--- config.mk ---
export PLATFORM = sky130hd
export DESIGN_NAME = dgsp_ctrl
export DESIGN_NICKNAME = d
export VERILOG_FILES = /design/src/dgsp_pkg.sv /design/src/dgsp_ctrl.sv
export SDC_FILE = /design/constraint.sdc
export NUM_CORES = 1
export LEC_CHECK = 0
export ABC_AREA = 1
export BUFFER_PORTS_ARGS = -buffer_cell sky130_fd_sc_hd__buf_2
export CORE_MARGIN = 2
export CORE_UTILIZATION = 28
export CTS_BUF_LIST = sky130_fd_sc_hd__clkbuf_16
export CTS_CLUSTER_DIAMETER = 50
export CTS_CLUSTER_SIZE = 12
export DETAILED_ROUTE_END_ITERATION = 8
export GPL_TIMING_DRIVEN = 0
export PLACE_DENSITY = 0.47
export SLEW_MARGIN = 20
export SYNTH_ARGS = -nofsm -noshare
export SYNTH_HDL_FRONTEND = slang
export SYNTH_SLANG_ARGS = --single-unit
--- constraint.sdc ---
create_clock -name clock -period 1.4 [get_ports clock]
set_input_delay 0.14 -clock clock [delete_from_list [all_inputs] [get_ports clock]]
set_output_delay 0.14 -clock clock [all_outputs]
set_load 0.03 [all_outputs]
--- src/dgsp_pkg.sv ---
// Shared types and constants for the dense-graph shortest path unit.
// No dependencies; every other file imports this package.
package dgsp_pkg;

   localparam int CMD_W      = 2;
   localparam int VTX_W      = 6;
   localparam int WGT_IN_W   = 16;
   localparam int DIST_OUT_W = 24;
   localparam int COUNT_W    = 7;
   localparam int CSR_ADDR_W = 3;
   localparam int CSR_DATA_W = 32;

   localparam logic [COUNT_W-1:0]    VERTEX_COUNT_RESET = 7'd64;
   localparam logic [CSR_ADDR_W-1:0] CSR_VERTEX_COUNT   = 3'd0;

   localparam logic [CMD_W-1:0] CMD_CLEAR = 2'd0;
   localparam logic [CMD_W-1:0] CMD_SET   = 2'd1;
   localparam logic [CMD_W-1:0] CMD_RUN   = 2'd2;

   typedef struct packed {
      logic [CMD_W-1:0]    command;
      logic [VTX_W-1:0]    endpoint_a;
      logic [VTX_W-1:0]    endpoint_b;
      logic [WGT_IN_W-1:0] edge_weight;
   } req_type;

   typedef struct packed {
      logic [VTX_W-1:0]      vertex_index;
      logic [DIST_OUT_W-1:0] path_distance;
      logic                  last_vertex;
   } rsp_type;

   typedef enum logic [3:0] {
      ST_CLEAR,
      ST_IDLE,
      ST_SET_AB,
      ST_SET_BA,
      ST_INIT,
      ST_RELAX,
      ST_RELAX_WAIT,
      ST_EMIT,
      ST_EMIT_WAIT
   } ctl_state_type;

   typedef enum logic [2:0] {
      DP_NONE,
      DP_CLEAR,
      DP_LOAD,
      DP_SET_AB,
      DP_SET_BA,
      DP_INIT,
      DP_RELAX,
      DP_EMIT
   } dp_op_type;

   typedef struct packed {
      dp_op_type op;
   } dp_cmd_type;

   typedef struct packed {
      logic idx_last;
      logic clr_last;
      logic pipe_busy;
      logic rounds_done;
   } dp_status_type;

endpackage

--- src/dgsp_ctrl.sv ---
// Sequencer for the shortest path unit: clear sweep, edge writes, run passes.
// Depends on dgsp_pkg; drives dgsp_datapath through dp_cmd_type.
module dgsp_ctrl import dgsp_pkg::*; (
   input  logic             clock,
   input  logic             reset,
   input  logic             start,
   input  logic [CMD_W-1:0] command,
   input  dp_status_type    status,
   output dp_cmd_type       cmd,
   output logic             busy
);

   ctl_state_type state_ff, state_in;

   always_ff @(posedge clock) begin
      if (reset) begin
         state_ff <= ST_CLEAR;
      end else begin
         state_ff <= state_in;
      end
   end

   always_comb begin
      state_in = state_ff;
      case (state_ff)
         ST_CLEAR: begin
            if (status.clr_last) state_in = ST_IDLE;
         end
         ST_IDLE: begin
            if (start) begin
               case (command)
                  CMD_CLEAR: state_in = ST_CLEAR;
                  CMD_SET:   state_in = ST_SET_AB;
                  CMD_RUN:   state_in = ST_INIT;
                  default:   state_in = ST_IDLE;
               endcase
            end
         end
         ST_SET_AB: state_in = ST_SET_BA;
         ST_SET_BA: state_in = ST_IDLE;
         ST_INIT: begin
            if (status.idx_last) state_in = ST_RELAX;
         end
         ST_RELAX: begin
            if (status.idx_last) state_in = ST_RELAX_WAIT;
         end
         ST_RELAX_WAIT: begin
            // round counter is updated by the time the pipe drains
            if (!status.pipe_busy) begin
               state_in = status.rounds_done ? ST_EMIT : ST_RELAX;
            end
         end
         ST_EMIT: begin
            if (status.idx_last) state_in = ST_EMIT_WAIT;
         end
         ST_EMIT_WAIT: begin
            if (!status.pipe_busy) state_in = ST_IDLE;
         end
         default: state_in = ST_CLEAR;
      endcase
   end

   always_comb begin
      cmd.op = DP_NONE;
      busy   = (state_ff != ST_IDLE);
      case (state_ff)
         ST_CLEAR:  cmd.op = DP_CLEAR;
         ST_IDLE:   cmd.op = start ? DP_LOAD : DP_NONE;
         ST_SET_AB: cmd.op = DP_SET_AB;
         ST_SET_BA: cmd.op = DP_SET_BA;
         ST_INIT:   cmd.op = DP_INIT;
         ST_RELAX:  cmd.op = DP_RELAX;
         ST_EMIT:   cmd.op = DP_EMIT;
         default:   cmd.op = DP_NONE;
      endcase
   end

endmodule

# Word level (Yosys, flattened, before mapping)
# Index checks and enable logic that the tools add are counted.
[classes] eq_ne=18 mux=12 n_reduce_logical=3
[ops] op="one-hot mux 4 bit (9 select lines)" count=1
[ops] op="2-to-1 mux 4 bit" count=7
[ops] op="one-hot mux 3 bit (7 select lines)" count=1
[ops] op="== test 4 x 3 -> 1 bit, second input constant" count=4
[ops] op="!= test 2 bit, second input constant" count=7
[ops] op="one-hot mux 3 bit (3 select lines)" count=1
[ops] op="== test 4 x 2 -> 1 bit, second input constant" count=2
[ops] op="AND reduction 7 bit" count=1
[ops] op="== test 4 x 1 -> 1 bit, second input constant" count=1
[ops] op="== test 4 bit, second input constant" count=1
[ops] op="logical NOT 4 bit" count=1
[ops] op="2-to-1 mux 2 bit" count=2
[ops] op="!= test 4 x 1 -> 1 bit, second input constant" count=1
[ops] op="== test 2 x 1 -> 1 bit, second input constant" count=1
[ops] op="== test 2 bit, second input constant" count=1
[ops] op="logical NOT 2 bit" count=1
[word_totals] ff_bits=4 in_bits=9 out_inout_bits=4 wordCells=34

# Depth between registers and ports, before layout
# Gate-level depths: netlist of run 1.
[depth] ltp_word=4 mapped_depth=9 ltp_nobuf=9

# Worst setup path after synthesis of run 1
# Ideal clock, no wire load.
[synth_path] path_type="reg2out" start="register state_ff[0]" end="output cmd[1] (netlist name)" arrival_time_ns=1.316 required_ns=1.260 slack_ns=-0.056 stages_incl_launch_ff=5 path_buffers=0 cell_sequence="dfxtp_1 > inv_2 > nor2_4 > nand2_2 > o221ai_1"
[synth_rtl] element="start, declared" line="dgsp_ctrl.sv:13" source="ctl_state_type state_ff, state_in;"
[synth_rtl] element="start signal, assigned" line="dgsp_ctrl.sv:19" source="state_ff <= state_in;"
[synth_rtl] element="end, declared" line="dgsp_ctrl.sv:9" source="output dp_cmd_type cmd,"

==> results.sh, run 1 <==
export IMPL_critPathMaxFanout=6
export IMPL_cts_buffer_depth=2
export IMPL_synth_top_family_by_area="simple AND/OR/NAND/NOR gates"
export IMPL_rsz0062_at_grt="yes"
export IMPL_hold_end="state_ff[1]"
export IMPL_hold_start="reset"
export IMPL_slew_headroom=0.874
export IMPL_ys_async_sr_fraction=0
export IMPL_drv_slew=0
export IMPL_peakVddDrop_mv=1.57
export IMPL_area_growth_pct=55.8
export IMPL_tightest_slew_ns=0.189
export IMPL_seqPwrFrac=0.163
export IMPL_yosysSeqAreaShare=0.195
export IMPL_power_leakage_nw=0.343
export IMPL_cp_data_required_time_ns=1.26
export IMPL_synth_area_top_cells="nand2_1 21%, dfxtp_1 20%, nor2_1 10%, nor2_2 7.6%, inv_1 7.3%"
export IMPL_synth_flop_cell="dfxtp_1"
export IMPL_hpwl_um=787
export IMPL_clockRootBuffer="clkbuf_16"
export IMPL_synthMostInstantiatedCell="nand2_1"
export IMPL_grt_pass1_vias=410
export IMPL_finClkSkew_ns=0.00259
export IMPL_top_layer="met3"
export IMPL_numPlacedInstances=100
export IMPL_first_iter_violations=6
export IMPL_avgSynthCellArea_um2=5.62
export IMPL_p_int_mw=0.948
export IMPL_drcViolationCount=0
export IMPL_final_antenna_net_count=0
export IMPL_largestRegisters="state_ff (4)"
export IMPL_die_area_mm2=0.00179
export IMPL_synth_area_mux_share=0
export IMPL_die_h_um=42.3
export IMPL_synth_xor_xnor_area_share=0
export IMPL_pwr_share_comb=0.588
export IMPL_fp_row_count=13
export IMPL_numClockSinks=4
export IMPL_fin_nets=104
export IMPL_ys_warn_count=0
export IMPL_synth_fp_nets=82
export IMPL_coreArea_mm2=0.00133
export IMPL_multi_input_area_um2=307
export IMPL_timing_hold_ws_ns=0.192
export IMPL_synth_compound_gate_area_share=0.0640
export IMPL_synth_edf_count=0
export IMPL_detail_route_first_pass_iterations=4
export IMPL_met1Wirelength_um=562
export IMPL_drive_above_1_share=0.441
export IMPL_outcome="finished clean"
export IMPL_reg2reg_to="state_ff[2]"
export IMPL_finalSetupViolations=0
export IMPL_power_density_mw_per_mm2=2730
export IMPL_regArea_um2=87.6
export IMPL_endpoint_kind="primary output"
export IMPL_largest_reg_flops=4
export IMPL_worst_slack_ns=0.0358
export IMPL_fin_crit_ns=1.36
export IMPL_clkPwrFrac=0.250
export IMPL_wl_um=1090
export IMPL_ys_seq_elements=4
export IMPL_place_ws_ns=0.0341
export IMPL_path_class="reg -> out"
export IMPL_synth_top_area_frac=0.210
export IMPL_num_vias=505
export IMPL_reg2reg_slack_ns=0.09
export IMPL_min_path_type="in -> reg"
export IMPL_io_pins=13
export IMPL_fin_crit_sh=0.974
export IMPL_report_final_hold_viol_count=0
export IMPL_worstPathArrival_ns=1.22
export IMPL_instances_no_fill=108
export IMPL_fmax_ghz=0.733
export IMPL_ys_types=15
export IMPL_synth_top_cell_by_area="nand2_1"
export IMPL_wl_met2_um=481
export IMPL_hold_path_depth=4
export IMPL_syn_inst=73
export IMPL_synth_top_cells_by_count="23 x nand2_1, 11 x nor2_1, 8 x inv_1"
export IMPL_synth_area_um2=410
export IMPL_worstSetupStartpointType="flop"
export IMPL_rr_startpoint="state_ff[3]"
export IMPL_r2r_cells=9
export IMPL_die_width_um=42.3
export IMPL_antenna_found_initial=0
export IMPL_gp_routability_congestion=0.732
export IMPL_grt_overflow=0
export IMPL_p_sw_frac=0.457
export IMPL_cts_tree="built"
export IMPL_synthAdderAreaFrac=0
export IMPL_grt_pass1_wl_um=1660
export IMPL_n_antenna_cell=0
export IMPL_post_drt_wl_per_cell_um=10.1
export IMPL_clk_latency_ns=0.22
export IMPL_viasPerCell=4.68
export IMPL_switchingPower_mw=0.798
export IMPL_cts_max_level=1
export IMPL_largest_register="state_ff"
export IMPL_cts_buffers_inserted=3
export IMPL_initial_utilization=0.308
export IMPL_cap_violations=0
export IMPL_grt_max_degree=9
export IMPL_fillCellCount=151
export IMPL_port_buffers=12
export IMPL_path_clk_slew_ns=0.03
export IMPL_track_usage=0.120
export IMPL_yosys_area_share_simple=0.631
export IMPL_wl_met3_um=44
cell usage in the layout (no fill, tap or decap), types with 2 or more instances in the layout:
master,synthesis,routed
buf_2,0,10
buf_4,0,6
clkbuf_16,0,3
dfxtp_2,0,3
inv_1,8,8
inv_2,4,4
nand2_1,23,23
nand2_2,3,2
nand3_1,5,5
nand3_2,2,2
nor2_1,11,11
nor2_2,5,3
nor2_4,2,4
o22ai_1,2,2
worst max-delay path by stage:
stage	to	slack, ns	start	cells past startpoint
2_1_floorplan	cmd[0]	0.09	state_ff[2]	4
3_3_place_gp	state_ff[2]	0.03	state_ff[0]	9
3_5_place_dp	state_ff[0]	0.03	state_ff[0]	9
4_1_cts	cmd[0]	-0.02	state_ff[2]	5
5_1_grt	cmd[0]	-0.03	state_ff[2]	5
6_report	cmd[1]	0.04	state_ff[0]	5
timing repair:
item                       in CTS  in global routing
buffers inserted                0                  5
setup endpoints to repair       3                  7
pin swaps                       0                  2
hold buffers                    0                  0
resized for setup               5                  7
final cells by class:
| class | instances | area share |
|---|---|---|
| Inverter | 12 | 0.0705 |
| Timing Repair Buffer | 17 | 0.166 |
| Tap cell | 15 | 0.0294 |
| Multi-Input combinational cell | 57 | 0.479 |
| Sequential cell | 4 | 0.137 |
| Clock buffer | 3 | 0.117 |
per-layer routing:
metal | vias up | global-route usage
met5 | - | 0
met4 | 0 | 0.0188
met3 | 0 | 0.0517
met2 | 10 | 0.172
met1 | 224 | 0.169
li1 | 271 | -
cells by family (layout without fill, tap and decap cells):
family,Yosys count,in the layout
simple gates,53,53
buf+inv,12,32
compound gates,4,4
flops,4,4
power groups by stage:
stage / registers, mW / logic, mW / clock network [mW]
floorplan: 0.228 / 0.690 / 0
global placement: 0.255 / 0.859 / 0
detailed placement: 0.252 / 0.858 / 0
CTS: 0.264 / 0.880 / 0.444
global route: 0.287 / 1.13 / 0.453
finish: 0.284 / 1.03 / 0.436
stage by stage:
| stage | power (mW) | setup TNS [ns] | area, um2 | utilization |
|---|---|---|---|---|
| after global routing | 1.87 | -0.0940 | 639 | 0.479 |
| after floorplan | 0.918 | 0 | 417 | - |
| after global placement | 1.11 | 0 | 495 | 0.371 |
| after CTS | 1.59 | -0.0233 | 582 | 0.436 |
| final | 1.75 | 0 | 639 | 0.479 |
| after detailed placement | 1.11 | 0 | 495 | 0.371 |
critical path: stages, from the launching register on:
cell	delay (ns)
dfxtp_4	0.37
inv_2	0.07
nor2_4	0.18
nand2_4	0.06
o221ai_2	0.16
buf_6	0.15
Power figures use the tool's default switching activity.
==> run 2: changes to the inputs <==
SETUP_SLACK_MARGIN = 0.15   (was default)
SLEW_MARGIN = 25   (was 20)
==> run 2 against run 1 <==
Net effect: clock power about the same; highest routed layer is now met4; die area is the same; combinational power grew 7%; critical path depth is 1 lower; via count is 0.40% lower; final cell count rose by 0.93%; sequential share of layout area rose by 0.24 points.
==> results.sh, run 2 (same netlist as run 1, synthesis figures left out) <==
export IMPL_drv_slew=0
export IMPL_grt_util_met2=0.206
export IMPL_r2r_cells=8
export IMPL_port_buffers=12
export IMPL_p_sw_frac=0.443
export IMPL_fp_row_count=13
export IMPL_reg2reg_slack_ns=0.16
export IMPL_clk_latency_ns=0.22
export IMPL_seqPwrFrac=0.152
export IMPL_pwr_share_comb=0.605
export IMPL_reg2reg_to="state_ff[0]"
export IMPL_initial_utilization=0.308
export IMPL_path_class="reg -> out"
export IMPL_slew_headroom=0.874
export IMPL_antenna_found_initial=0
export IMPL_grt_pass1_wl_um=1880
export IMPL_num_vias=503
export IMPL_grt_overflow=0
export IMPL_final_antenna_net_count=0
export IMPL_placed_area_um2=502
export IMPL_viasPerCell=4.61
export IMPL_largest_register="state_ff"
export IMPL_final_common_cell="nand2_1"
export IMPL_use_met3=0.0517
export IMPL_gp_routability_congestion=0.738
export IMPL_die_width_um=42.3
export IMPL_cts_tree="built"
export IMPL_io_pins=13
export IMPL_wl_um=1050
export IMPL_endpoint_kind="primary output"
export IMPL_holdBufCountCts=0
export IMPL_coreArea_mm2=0.00133
export IMPL_switchingPower_mw=0.802
export IMPL_critPathMaxFanout=6
export IMPL_peakVddDrop_mv=1.01
export IMPL_numClockSinks=4
export IMPL_fin_util=0.498
export IMPL_outcome="finished clean"
export IMPL_die_h_um=42.3
export IMPL_post_drt_wl_per_cell_um=9.63
export IMPL_n_antenna_cell=0
export IMPL_worstSetupStartpointType="flop"
export IMPL_power_leakage_nw=0.348
export IMPL_crit_end="cmd[1]"
export IMPL_grt_pass1_vias=447
export IMPL_top_usage_layer="met2"
export IMPL_fin_crit_sh=0.930
export IMPL_tightest_slew_ns=0.188
export IMPL_report_final_hold_viol_count=0
export IMPL_area_growth_pct=61.9
export IMPL_tns_ns=0
export IMPL_numPlacedInstances=100
export IMPL_first_iter_violations=2
export IMPL_instances_no_fill=109
export IMPL_fmax_ghz=0.768
export IMPL_drive_above_1_share=0.489
export IMPL_cts_buffers_inserted=3
export IMPL_path_clk_slew_ns=0.03
export IMPL_design_area_um2=664
export IMPL_clkPwrFrac=0.242
export IMPL_cap_violations=0
export IMPL_finalSetupViolations=0
export IMPL_cts_buffer_depth=2
export IMPL_cp_data_required_time_ns=1.26
export IMPL_critPathLaunch="state_ff[2]"
export IMPL_min_path_type="in -> reg"
export IMPL_track_usage=0.143
export IMPL_cts_max_level=1
export IMPL_timing_hold_ws_ns=0.183
export IMPL_fin_crit_ns=1.30
export IMPL_finClkSkew_ns=0.00148
export IMPL_largestRegisters="state_ff (4)"
export IMPL_p_int_mw=1.01
export IMPL_detail_route_first_pass_iterations=4
export IMPL_grt_max_degree=9
export IMPL_hpwl_um=790
export IMPL_fin_nets=105
export IMPL_power_density_mw_per_mm2=2720
export IMPL_drcViolationCount=0
export IMPL_final_cell_mix="22 x nand2_1, 10 x nor2_1, 9 x buf_2"
export IMPL_rr_startpoint="state_ff[3]"
export IMPL_grt_use_met1=0.170
export IMPL_largest_reg_flops=4
export IMPL_die_area_mm2=0.00179
export IMPL_clockRootBuffer="clkbuf_16"
export IMPL_rsz0062_at_grt="yes"
export IMPL_worstPathArrival_ns=1.16
## run 2: changes by cell type in the layout (fill, tap and decap cells not counted), sizes merged
cell  before  now
buf       17   18
## run 2: through the flow
step | setup WS, ns | power, mW
2_1_floorplan | 0.101 | 0.939
3_3_place_gp | 0.0263 | 1.13
3_5_place_dp | 0.0437 | 1.13
4_1_cts | 0.0986 | 1.80
5_1_grt | 0.0433 | 1.96
6_report | 0.0986 | 1.81
## run 2: worst min path at each step
stage	from	endpoint	slack, ns	cells after the start
2_1_floorplan	reset	state_ff[3]	0.32	3
3_3_place_gp	reset	state_ff[1]	0.43	4
3_5_place_dp	reset	state_ff[3]	0.43	4
4_1_cts	reset	state_ff[3]	0.19	4
5_1_grt	reset	state_ff[3]	0.21	4
6_report	reset	state_ff[3]	0.18	4
## run 2: cell type report
cell class                      instances  area (um2)
Clock buffer                            3        75.1
Inverter                               12        45.0
Timing Repair Buffer                   18         120
Multi-Input combinational cell         57         313
Tap cell                               15        18.8
Sequential cell                         4        92.6
Fill cell                             152         669
## run 2: worst max-delay path: stages (launching register included)
cell and delay [ns]:
dfxtp_4 0.35, nor2_4 0.18, nand2_2 0.10, o221ai_2 0.15, buf_6 0.16
## run 2: routing by layer
layer  part of all wire  vias to the layer above
met3              0.047                        5
met2               0.46                       12
li1                   -                      271
met1               0.46                      215
met4              0.037                        0
met5                  0                        -
## run 2: timing repair
item | CTS | global route
setup endpoints to repair | 8 | 7
buffers inserted | 5 | 1
pin swaps | 3 | 7
resized for setup | 13 | 4
endpoints found under the hold margin | 0 | 0
## run 2: power by group through the flow
stage | clock [mW] | combinational, mW | sequential, mW
after floorplan | 0 | 0.709 | 0.230
after global placement | 0 | 0.876 | 0.252
after detailed placement | 0 | 0.879 | 0.249
after CTS | 0.447 | 1.09 | 0.269
after global routing | 0.459 | 1.21 | 0.288
final | 0.438 | 1.10 | 0.276
